--- config.mk ---
export PLATFORM = sky130hd
export DESIGN_NAME = sensor_frame_parser_unit_flat
export DESIGN_NICKNAME = d
export VERILOG_FILES = /design/src/sfp_pkg.sv /design/src/sfp_channels.sv /design/src/sensor_frame_parser_unit.sv /design/src/sfp_frame_collect.sv /design/src/sfp_result_stage.sv /design/src/flat_wrapper.sv
export SDC_FILE = /design/constraint.sdc
export NUM_CORES = 1
export LEC_CHECK = 0
export BUFFER_PORTS_ARGS = -buffer_cell sky130_fd_sc_hd__buf_2
export CORE_UTILIZATION = 51
export CTS_CLUSTER_SIZE = 20
export DETAILED_ROUTE_END_ITERATION = 10
export PLACE_DENSITY = 0.83
export SETUP_SLACK_MARGIN = 0.3
export SLEW_MARGIN = 25
export SYNTH_ARGS = -nofsm -noshare
export SYNTH_HDL_FRONTEND = slang
export SYNTH_SLANG_ARGS = --single-unit
--- constraint.sdc ---
create_clock -name clock -period 14.5 [get_ports clock]
set_clock_uncertainty 0.05 [all_clocks]
set_input_delay 0.725 -clock clock [delete_from_list [all_inputs] [get_ports clock]]
set_output_delay 0.725 -clock clock [all_outputs]
set_load 0.02 [all_outputs]
--- src/sfp_pkg.sv ---
// Sensor frame parser package: frame geometry, status codes, shared types
// and the field helpers used by the collector and the result stage.
// No dependencies.
package sfp_pkg;

   localparam int FRAME_BYTES = 12;
   localparam int DATA_BYTES  = FRAME_BYTES - 1;   // bytes covered by the checksum
   localparam int BYTE_W      = 8;
   localparam int WORD_W      = 16;
   localparam int FILL_W      = $clog2(FRAME_BYTES);
   localparam int TEMP_SIGN   = WORD_W - 1;

   // first and last stored payload byte (byte 0 is the header, never reported)
   localparam int FIRST_DATA  = 1;
   localparam int LAST_DATA   = DATA_BYTES - 1;

   localparam logic STATUS_OK       = 1'b0;
   localparam logic STATUS_MISMATCH = 1'b1;

   typedef logic [BYTE_W-1:0]        byte_type;
   typedef logic [WORD_W-1:0]        word_type;
   typedef logic signed [WORD_W-1:0] sword_type;
   typedef logic [FILL_W-1:0]        fill_type;

   localparam fill_type FILL_IDLE = '0;
   localparam fill_type FILL_LAST = FILL_W'(DATA_BYTES);

   // one finished frame, handed from the collector to the result stage
   typedef struct packed {
      logic     done;
      logic     ok;
      word_type voc;
      word_type hcho;
      word_type co2;
      word_type temp_word;
      word_type humidity;
   } frame_event_type;

   // collector state flags, used by the top for flow control
   typedef struct packed {
      logic idle;
      logic last_byte;
   } collect_status_type;

   function automatic word_type be16(input byte_type hi, input byte_type lo);
      return {hi, lo};
   endfunction

   // raw with the sign bit set reads as -(0xFFFF - raw), which is raw + 1 mod 2^16
   function automatic sword_type temp_tenths(input word_type raw);
      word_type res;
      res = raw[TEMP_SIGN] ? word_type'(raw + word_type'(1)) : raw;
      return sword_type'(res);
   endfunction

endpackage

--- src/sfp_channels.sv ---
// Request and response channel interfaces of the sensor frame parser.
// Depends on sfp_pkg for field types.
interface sfp_req_if;
   logic              valid;
   logic              ready;
   sfp_pkg::byte_type rx_byte;

   modport source (output valid, output rx_byte, input ready);
   modport sink (input valid, input rx_byte, output ready);
endinterface

interface sfp_rsp_if;
   logic               valid;
   logic               ready;
   logic               status;
   sfp_pkg::word_type  voc_level;
   sfp_pkg::word_type  formaldehyde_level;
   sfp_pkg::word_type  co2_estimate;
   sfp_pkg::sword_type temperature_tenths;
   sfp_pkg::word_type  humidity_tenths;

   modport source (output valid, output status, output voc_level, output formaldehyde_level,
                   output co2_estimate, output temperature_tenths,
                   output humidity_tenths, input ready);
   modport sink (input valid, input status, input voc_level, input formaldehyde_level,
                 input co2_estimate, input temperature_tenths,
                 input humidity_tenths, output ready);
endinterface

--- src/sensor_frame_parser_unit.sv ---
// Sensor frame parser top: one byte per request, one response per 12-byte frame.
// Depends on sfp_pkg, sfp_channels, sfp_frame_collect and sfp_result_stage.
// Throughput: one request per cycle; only the checksum byte waits, and only while
//   the response register is full and its sink holds ready low.
// Latency: the response is valid the cycle after the checksum byte is accepted.
// Reset (synchronous, active high): partial frame dropped, header register 0, output empty.
module sensor_frame_parser_unit (
   input  logic              clock,
   input  logic              reset,
   input  logic              csr_wr_en,
   input  sfp_pkg::byte_type csr_wr_data,
   sfp_req_if.sink           req_if,
   sfp_rsp_if.source         rsp_if
);

   // header byte register, written from the CSR port
   sfp_pkg::byte_type hdr_ff, hdr_in;

   sfp_pkg::frame_event_type    evt;
   sfp_pkg::collect_status_type coll_status;
   logic                        out_free;
   logic                        req_accept;

   assign hdr_in = csr_wr_en ? csr_wr_data : hdr_ff;

   always_ff @(posedge clock) begin
      if (reset) begin
         hdr_ff <= '0;
      end else begin
         hdr_ff <= hdr_in;
      end
   end

   // Only the checksum byte produces a response, so only it needs room in the
   // response register; every other byte is taken regardless of the sink.
   assign req_if.ready = !coll_status.last_byte || out_free;
   assign req_accept   = req_if.valid && req_if.ready;

   // counter, running sum and byte store
   sfp_frame_collect u_collect (
      .clock     (clock),
      .reset     (reset),
      .accept    (req_accept),
      .rx_byte   (req_if.rx_byte),
      .hdr_value (hdr_ff),
      .evt       (evt),
      .status    (coll_status)
   );

   // field decode and response register
   sfp_result_stage u_result (
      .clock  (clock),
      .reset  (reset),
      .evt    (evt),
      .free   (out_free),
      .rsp_if (rsp_if)
   );

`ifndef NO_ASSERTIONS
   // a checksum failure never leaks readings
   a_mismatch_zero: assert property (@(posedge clock) disable iff (reset)
      (rsp_if.valid && rsp_if.status == sfp_pkg::STATUS_MISMATCH) |->
      (rsp_if.voc_level == '0 && rsp_if.formaldehyde_level == '0 &&
       rsp_if.co2_estimate == '0 && rsp_if.temperature_tenths == '0 &&
       rsp_if.humidity_tenths == '0))
      else $error("mismatch response carries nonzero readings");

   // the checksum byte always yields a response in the next cycle
   a_frame_response: assert property (@(posedge clock) disable iff (reset)
      (req_accept && coll_status.last_byte) |=> rsp_if.valid)
      else $error("checksum byte accepted without a response");

   // temperature mapping never produces the most negative code
   a_temp_range: assert property (@(posedge clock) disable iff (reset)
      rsp_if.valid |-> (rsp_if.temperature_tenths != 16'sh8000))
      else $error("temperature out of range");

   // requests are held off only for a checksum byte facing a full output
   a_ready_cause: assert property (@(posedge clock) disable iff (reset)
      !req_if.ready |-> (coll_status.last_byte && rsp_if.valid && !rsp_if.ready))
      else $error("request stalled without cause");

   // reset leaves the collector hunting for a header
   a_reset_idle: assert property (@(posedge clock)
      reset |=> coll_status.idle)
      else $error("collector not idle after reset");
`endif

endmodule

--- src/sfp_frame_collect.sv ---
// Frame collector: header hunt, byte counter, running sum and payload store.
// Depends on sfp_pkg.
module sfp_frame_collect (
   input  logic                         clock,
   input  logic                         reset,
   input  logic                         accept,
   input  sfp_pkg::byte_type            rx_byte,
   input  sfp_pkg::byte_type            hdr_value,
   output sfp_pkg::frame_event_type     evt,
   output sfp_pkg::collect_status_type  status
);

   sfp_pkg::fill_type fill_count_ff, fill_count_in;
   sfp_pkg::byte_type running_sum_ff, running_sum_in;
   sfp_pkg::byte_type data_ff [sfp_pkg::FIRST_DATA:sfp_pkg::LAST_DATA];

   logic is_idle, is_last, store_byte;
   sfp_pkg::byte_type check_sum;

   assign is_idle    = (fill_count_ff == sfp_pkg::FILL_IDLE);
   assign is_last    = (fill_count_ff == sfp_pkg::FILL_LAST);
   assign store_byte = accept && !is_idle && !is_last;

   always_comb begin
      fill_count_in  = fill_count_ff;
      running_sum_in = running_sum_ff;
      if (accept) begin
         if (is_idle) begin
            if (rx_byte == hdr_value) begin
               fill_count_in  = sfp_pkg::fill_type'(1);
               running_sum_in = rx_byte;
            end
         end else if (!is_last) begin
            fill_count_in  = fill_count_ff + sfp_pkg::fill_type'(1);
            running_sum_in = running_sum_ff + rx_byte;
         end else begin
            fill_count_in  = sfp_pkg::FILL_IDLE;
            running_sum_in = '0;
         end
      end
   end

   always_ff @(posedge clock) begin
      if (reset) begin
         fill_count_ff  <= sfp_pkg::FILL_IDLE;
         running_sum_ff <= '0;
      end else begin
         fill_count_ff  <= fill_count_in;
         running_sum_ff <= running_sum_in;
      end
   end

   always_ff @(posedge clock) begin
      if (store_byte) begin
         data_ff[fill_count_ff] <= rx_byte;
      end
   end

   // sum plus two's complement of sum wraps to zero
   assign check_sum = running_sum_ff + rx_byte;

   always_comb begin
      evt.done      = accept && is_last;
      evt.ok        = (check_sum == '0);
      evt.voc       = sfp_pkg::be16(data_ff[1], data_ff[2]);
      evt.hcho      = sfp_pkg::be16(data_ff[3], data_ff[4]);
      evt.co2       = sfp_pkg::be16(data_ff[5], data_ff[6]);
      evt.temp_word = sfp_pkg::be16(data_ff[7], data_ff[8]);
      evt.humidity  = sfp_pkg::be16(data_ff[9], data_ff[10]);
   end

   assign status.idle      = is_idle;
   assign status.last_byte = is_last;

endmodule

--- src/sfp_result_stage.sv ---
// Result stage: decodes a finished frame into the response register.
// Depends on sfp_pkg and sfp_rsp_if.
module sfp_result_stage (
   input  logic                     clock,
   input  logic                     reset,
   input  sfp_pkg::frame_event_type evt,
   output logic                     free,
   sfp_rsp_if.source                rsp_if
);

   logic               valid_ff, valid_in;
   logic               status_ff, status_in;
   sfp_pkg::word_type  voc_ff, voc_in;
   sfp_pkg::word_type  hcho_ff, hcho_in;
   sfp_pkg::word_type  co2_ff, co2_in;
   sfp_pkg::sword_type temp_ff, temp_in;
   sfp_pkg::word_type  hum_ff, hum_in;

   assign free = !valid_ff || rsp_if.ready;

   always_comb begin
      valid_in  = valid_ff;
      status_in = status_ff;
      voc_in    = voc_ff;
      hcho_in   = hcho_ff;
      co2_in    = co2_ff;
      temp_in   = temp_ff;
      hum_in    = hum_ff;
      if (evt.done) begin
         valid_in = 1'b1;
         if (evt.ok) begin
            status_in = sfp_pkg::STATUS_OK;
            voc_in    = evt.voc;
            hcho_in   = evt.hcho;
            co2_in    = evt.co2;
            temp_in   = sfp_pkg::temp_tenths(evt.temp_word);
            hum_in    = evt.humidity;
         end else begin
            // bad checksum: report status only, readings forced to zero
            status_in = sfp_pkg::STATUS_MISMATCH;
            voc_in    = '0;
            hcho_in   = '0;
            co2_in    = '0;
            temp_in   = '0;
            hum_in    = '0;
         end
      end else if (rsp_if.ready) begin
         valid_in = 1'b0;
      end
   end

   always_ff @(posedge clock) begin
      if (reset) begin
         valid_ff <= 1'b0;
      end else begin
         valid_ff <= valid_in;
      end
   end

   always_ff @(posedge clock) begin
      status_ff <= status_in;
      voc_ff    <= voc_in;
      hcho_ff   <= hcho_in;
      co2_ff    <= co2_in;
      temp_ff   <= temp_in;
      hum_ff    <= hum_in;
   end

   assign rsp_if.valid              = valid_ff;
   assign rsp_if.status             = status_ff;
   assign rsp_if.voc_level          = voc_ff;
   assign rsp_if.formaldehyde_level = hcho_ff;
   assign rsp_if.co2_estimate       = co2_ff;
   assign rsp_if.temperature_tenths = temp_ff;
   assign rsp_if.humidity_tenths    = hum_ff;

endmodule

--- src/flat_wrapper.sv ---
// flat-port wrapper written by rule: the top's interface ports become plain ports
module sensor_frame_parser_unit_flat 
  (clock, reset, csr_wr_en, csr_wr_data, req_if_valid, req_if_rx_byte, req_if_ready, rsp_if_valid, rsp_if_status, rsp_if_voc_level, rsp_if_formaldehyde_level, rsp_if_co2_estimate, rsp_if_temperature_tenths, rsp_if_humidity_tenths, rsp_if_ready);
  sfp_req_if req_if_i ();
  sfp_rsp_if rsp_if_i ();
  input  logic clock;
  input  logic reset;
  input  logic csr_wr_en;
  input  sfp_pkg::byte_type csr_wr_data;
  input wire logic [$bits(req_if_i.valid)-1:0] req_if_valid;
  input wire logic [$bits(req_if_i.rx_byte)-1:0] req_if_rx_byte;
  output wire logic [$bits(req_if_i.ready)-1:0] req_if_ready;
  output wire logic [$bits(rsp_if_i.valid)-1:0] rsp_if_valid;
  output wire logic [$bits(rsp_if_i.status)-1:0] rsp_if_status;
  output wire logic [$bits(rsp_if_i.voc_level)-1:0] rsp_if_voc_level;
  output wire logic [$bits(rsp_if_i.formaldehyde_level)-1:0] rsp_if_formaldehyde_level;
  output wire logic [$bits(rsp_if_i.co2_estimate)-1:0] rsp_if_co2_estimate;
  output wire logic [$bits(rsp_if_i.temperature_tenths)-1:0] rsp_if_temperature_tenths;
  output wire logic [$bits(rsp_if_i.humidity_tenths)-1:0] rsp_if_humidity_tenths;
  input wire logic [$bits(rsp_if_i.ready)-1:0] rsp_if_ready;
  assign req_if_i.valid = req_if_valid;
  assign req_if_i.rx_byte = req_if_rx_byte;
  assign req_if_ready = req_if_i.ready;
  assign rsp_if_valid = rsp_if_i.valid;
  assign rsp_if_status = rsp_if_i.status;
  assign rsp_if_voc_level = rsp_if_i.voc_level;
  assign rsp_if_formaldehyde_level = rsp_if_i.formaldehyde_level;
  assign rsp_if_co2_estimate = rsp_if_i.co2_estimate;
  assign rsp_if_temperature_tenths = rsp_if_i.temperature_tenths;
  assign rsp_if_humidity_tenths = rsp_if_i.humidity_tenths;
  assign rsp_if_i.ready = rsp_if_ready;
  sensor_frame_parser_unit u_core (.clock(clock), .reset(reset), .csr_wr_en(csr_wr_en), .csr_wr_data(csr_wr_data), .req_if(req_if_i), .rsp_if(rsp_if_i));
endmodule
==> impl_metrics.toml <==
[setup_path]
r2r_setup_slack_ns = 11.61
critical_path_class = "input port to flop"
crit_required_ns = 14.73
cpLargestDelayFamily = "simple AND/OR/NAND/NOR gates"
cp.arrival_ns = 3.36
max_stage_delay_ns = 0.50
crit_path_end_kind = "flop"
timing.rr.end = "u_core.u_result.rsp_if.temperature_tenths[15]"
worstPathMaxFanout = 81
reg2reg_depth = 8
worstSetupStartpointType = "input port"
r2r-start = "u_core.u_collect.running_sum_ff[0]"
path_buf_inv = 2
slowest_stage = "buf_4"
path_cells = "buf_2, ha_1, fa_1, a211oi_2, nor4b_1, nand4b_1, nor4_4, buf_4, and3_1"

[cts]
post_cts_buffers = 0
cts.clk_slew.worst_paths_ns = 0.06
post_cts_resized = 0
worst_skew_pair.late_latency_ns = 0.42
cts_root_buf = "clkbuf_16"
holdBufCountCts = 0
cts_buffers = 17
cts.sinks = 182
cts-htree-levels = 4
cts_tree = "yes"
clockBufferDepth = 2

[floorplan]
initial_utilization = 0.520
core_region_area_mm2 = 0.0138
fp-row-count = 43
die-area_mm2 = 0.0146
die_h_um = 121
io_pins = 104
die_width_um = 121

[power]
ir_worst_vdd_mv = 0.0862
pwr_density_cell_mw_per_mm2 = 121
leakage_nw = 3.07

[sta]
rsz0062_at_grt = "false"
relSlewSlack = 0.353
tightestPinTransition_ns = 0.970
finalCriticalPeriod_ns = 3.13
setup_slack_ns = 11.37
setup_tns_ns = 0
fmax_mhz = 319
report.final.slew_viol_count = 0
hold_viol_final = 0
finalSetupViolCount = 0
whs_ns = 0.466
period_share = 0.216

[synthesis]
syn_area_mm2 = 0.00719
synth_edf_count = 161
ys_types = 48
synthCells = 475
ys.flop_type = "edfxtp_1"
ys_ff_latch = 182
async_flop_share = 0
syn_avg_cell_area_um2 = 15.1
synth_nets = 509
ys_seq_area_frac = 0.731
yosys_warnings = 0

[status]
status = "finished, final reports clean"

[route]
dr.pass1.iters = 5
vias = 4044
drc = 0
drt_iter0_markers = 284
postRouteAntennaNets = 0
routed_via_density = 5.20
wire_per_inst_um = 16.3
drt_wl_total_um = 12700

[grt]
grt_pass1_vias = 3792
antenna_found_initial = 0
grt_pass1_wl_um = 19200
grt-ovfl-total = 0
grt_max_degree = 82
grt_util_all_layers = 0.181

[cells_and_area]
final_util = 0.612
final_cell_mix = "161 x edfxtp_1, 103 x buf_2, 86 x and2_1, 25 x nor2_1"
final_common_cell = "edfxtp_1"
area_delta_synth_final_pct = 17.6
drive_gt1_frac = 0.241
layout.nets = 618
diodes = 0

[hold_path]
hp-class = "flop to flop"
holdPathEnd = "u_core.u_result.rsp_if.formaldehyde_level[11]"
holdCritStartpoint = "u_core.u_collect.data_ff[3][3]"
worstHoldPathCells = 1

[placement]
place.gp.congestion = 0.819
port_buffers = 103
pre_cts_slack_ns = 10.94
place_hpwl_um = 8180

[job]
cap_violations = 0
state kept, by name, summed over array words and instances, names as in the netlist:
| register | cells |
|---|---|
| u_core.u_result.rsp_if.temperature_tenths | 16 |
| u_core.hdr_ff | 8 |
| u_core.u_collect.running_sum_ff | 8 |
| u_core.u_collect.data_ff | 80 |
| u_core.u_result.rsp_if.voc_level | 16 |
| u_core.u_collect.fill_count_ff | 4 |
| u_core.u_result.rsp_if.humidity_tenths | 16 |
| u_core.u_result.rsp_if.co2_estimate | 16 |
| u_core.u_result.rsp_if.formaldehyde_level | 16 |
| u_core.u_result.rsp_if.valid | 1 |
| u_core.u_result.rsp_if.status | 1 |
routing by layer:
metal	up-vias	track usage	share of wire
li1	1962	-	-
met3	12	0.0462	0.055
met2	136	0.311	0.51
met4	0	0.0687	0.0082
met1	1934	0.220	0.43
met5	-	0	0
kinds of logic (layout without fill, tap and decap cells):
| logic type | count (synthesis) | after routing | synth area share |
|---|---|---|---|
| adder cells (fa/ha/maj) | 13 | 13 | 0.0237 |
| AO/OA/AOI/OAI | 50 | 50 | 0.0498 |
| flip-flops | 182 | 182 | 0.731 |
| AND/OR/NAND/NOR | 175 | 175 | 0.141 |
| buffers and inverters | 21 | 143 | 0.0124 |
| multiplexers | 9 | 9 | 0.0125 |
| XOR/XNOR | 25 | 25 | 0.0304 |
synthesized netlist by cell type, types with 7 or more instances:
library cell / number / area share
a21oi_1: 21 / 0.015
nand2_1: 20 / 0.010
and2_1: 86 / 0.075
nand4_1: 9 / 0.0078
nor2_1: 26 / 0.014
dfxtp_1: 21 / 0.058
xnor2_1: 18 / 0.022
clkbuf_2: 8 / 0.0056
ha_1: 12 / 0.021
edfxtp_1: 161 / 0.67
xor2_1: 7 / 0.0085
clkbuf_1: 8 / 0.0042
mux2i_1: 9 / 0.013
power by group:
group	switching, mW	leakage (nW)	internal, mW
combinational	0.0166	1.16	0.00927
sequential	0.00116	1.64	0.567
clock	0.181	0.272	0.252
how the worst max path moves through the flow:
| stage | startpoint | to | cells after the start |
|---|---|---|---|
| after global placement | req_if_rx_byte[0] | u_core.u_result.rsp_if.temperature_tenths[15] | 9 |
| final | req_if_rx_byte[0] | u_core.u_result.rsp_if.temperature_tenths[15] | 9 |
| after floorplan | req_if_valid | u_core.u_result.rsp_if.co2_estimate[0] | 3 |
| after CTS | req_if_rx_byte[0] | u_core.u_result.rsp_if.temperature_tenths[1] | 9 |
| after detailed placement | req_if_rx_byte[0] | u_core.u_result.rsp_if.temperature_tenths[15] | 9 |
| after global routing | req_if_rx_byte[0] | u_core.u_result.rsp_if.humidity_tenths[14] | 9 |
metrics by stage:
| step | cell area (um^2) | cells | power [mW] |
|---|---|---|---|
| 2_1_floorplan | 7190 | 475 | 0.594 |
| 3_3_place_gp | 7890 | 745 | 0.605 |
| 3_5_place_dp | 7900 | 745 | 0.606 |
| 4_1_cts | 8460 | 777 | 1.04 |
| 5_1_grt | 8460 | 777 | 1.05 |
| 6_report | 8460 | 777 | 1.03 |
layout make-up:
type	instances	area (um^2)
clock buffers	19	433
multi-input cells	272	1860
inverters	5	18.8
repair buffers	106	538
fillers	1028	5370
clock inverters	13	128
well taps	180	225
flip-flops and latches	182	5260
Note: power is estimated with default switching activity, not from simulation.
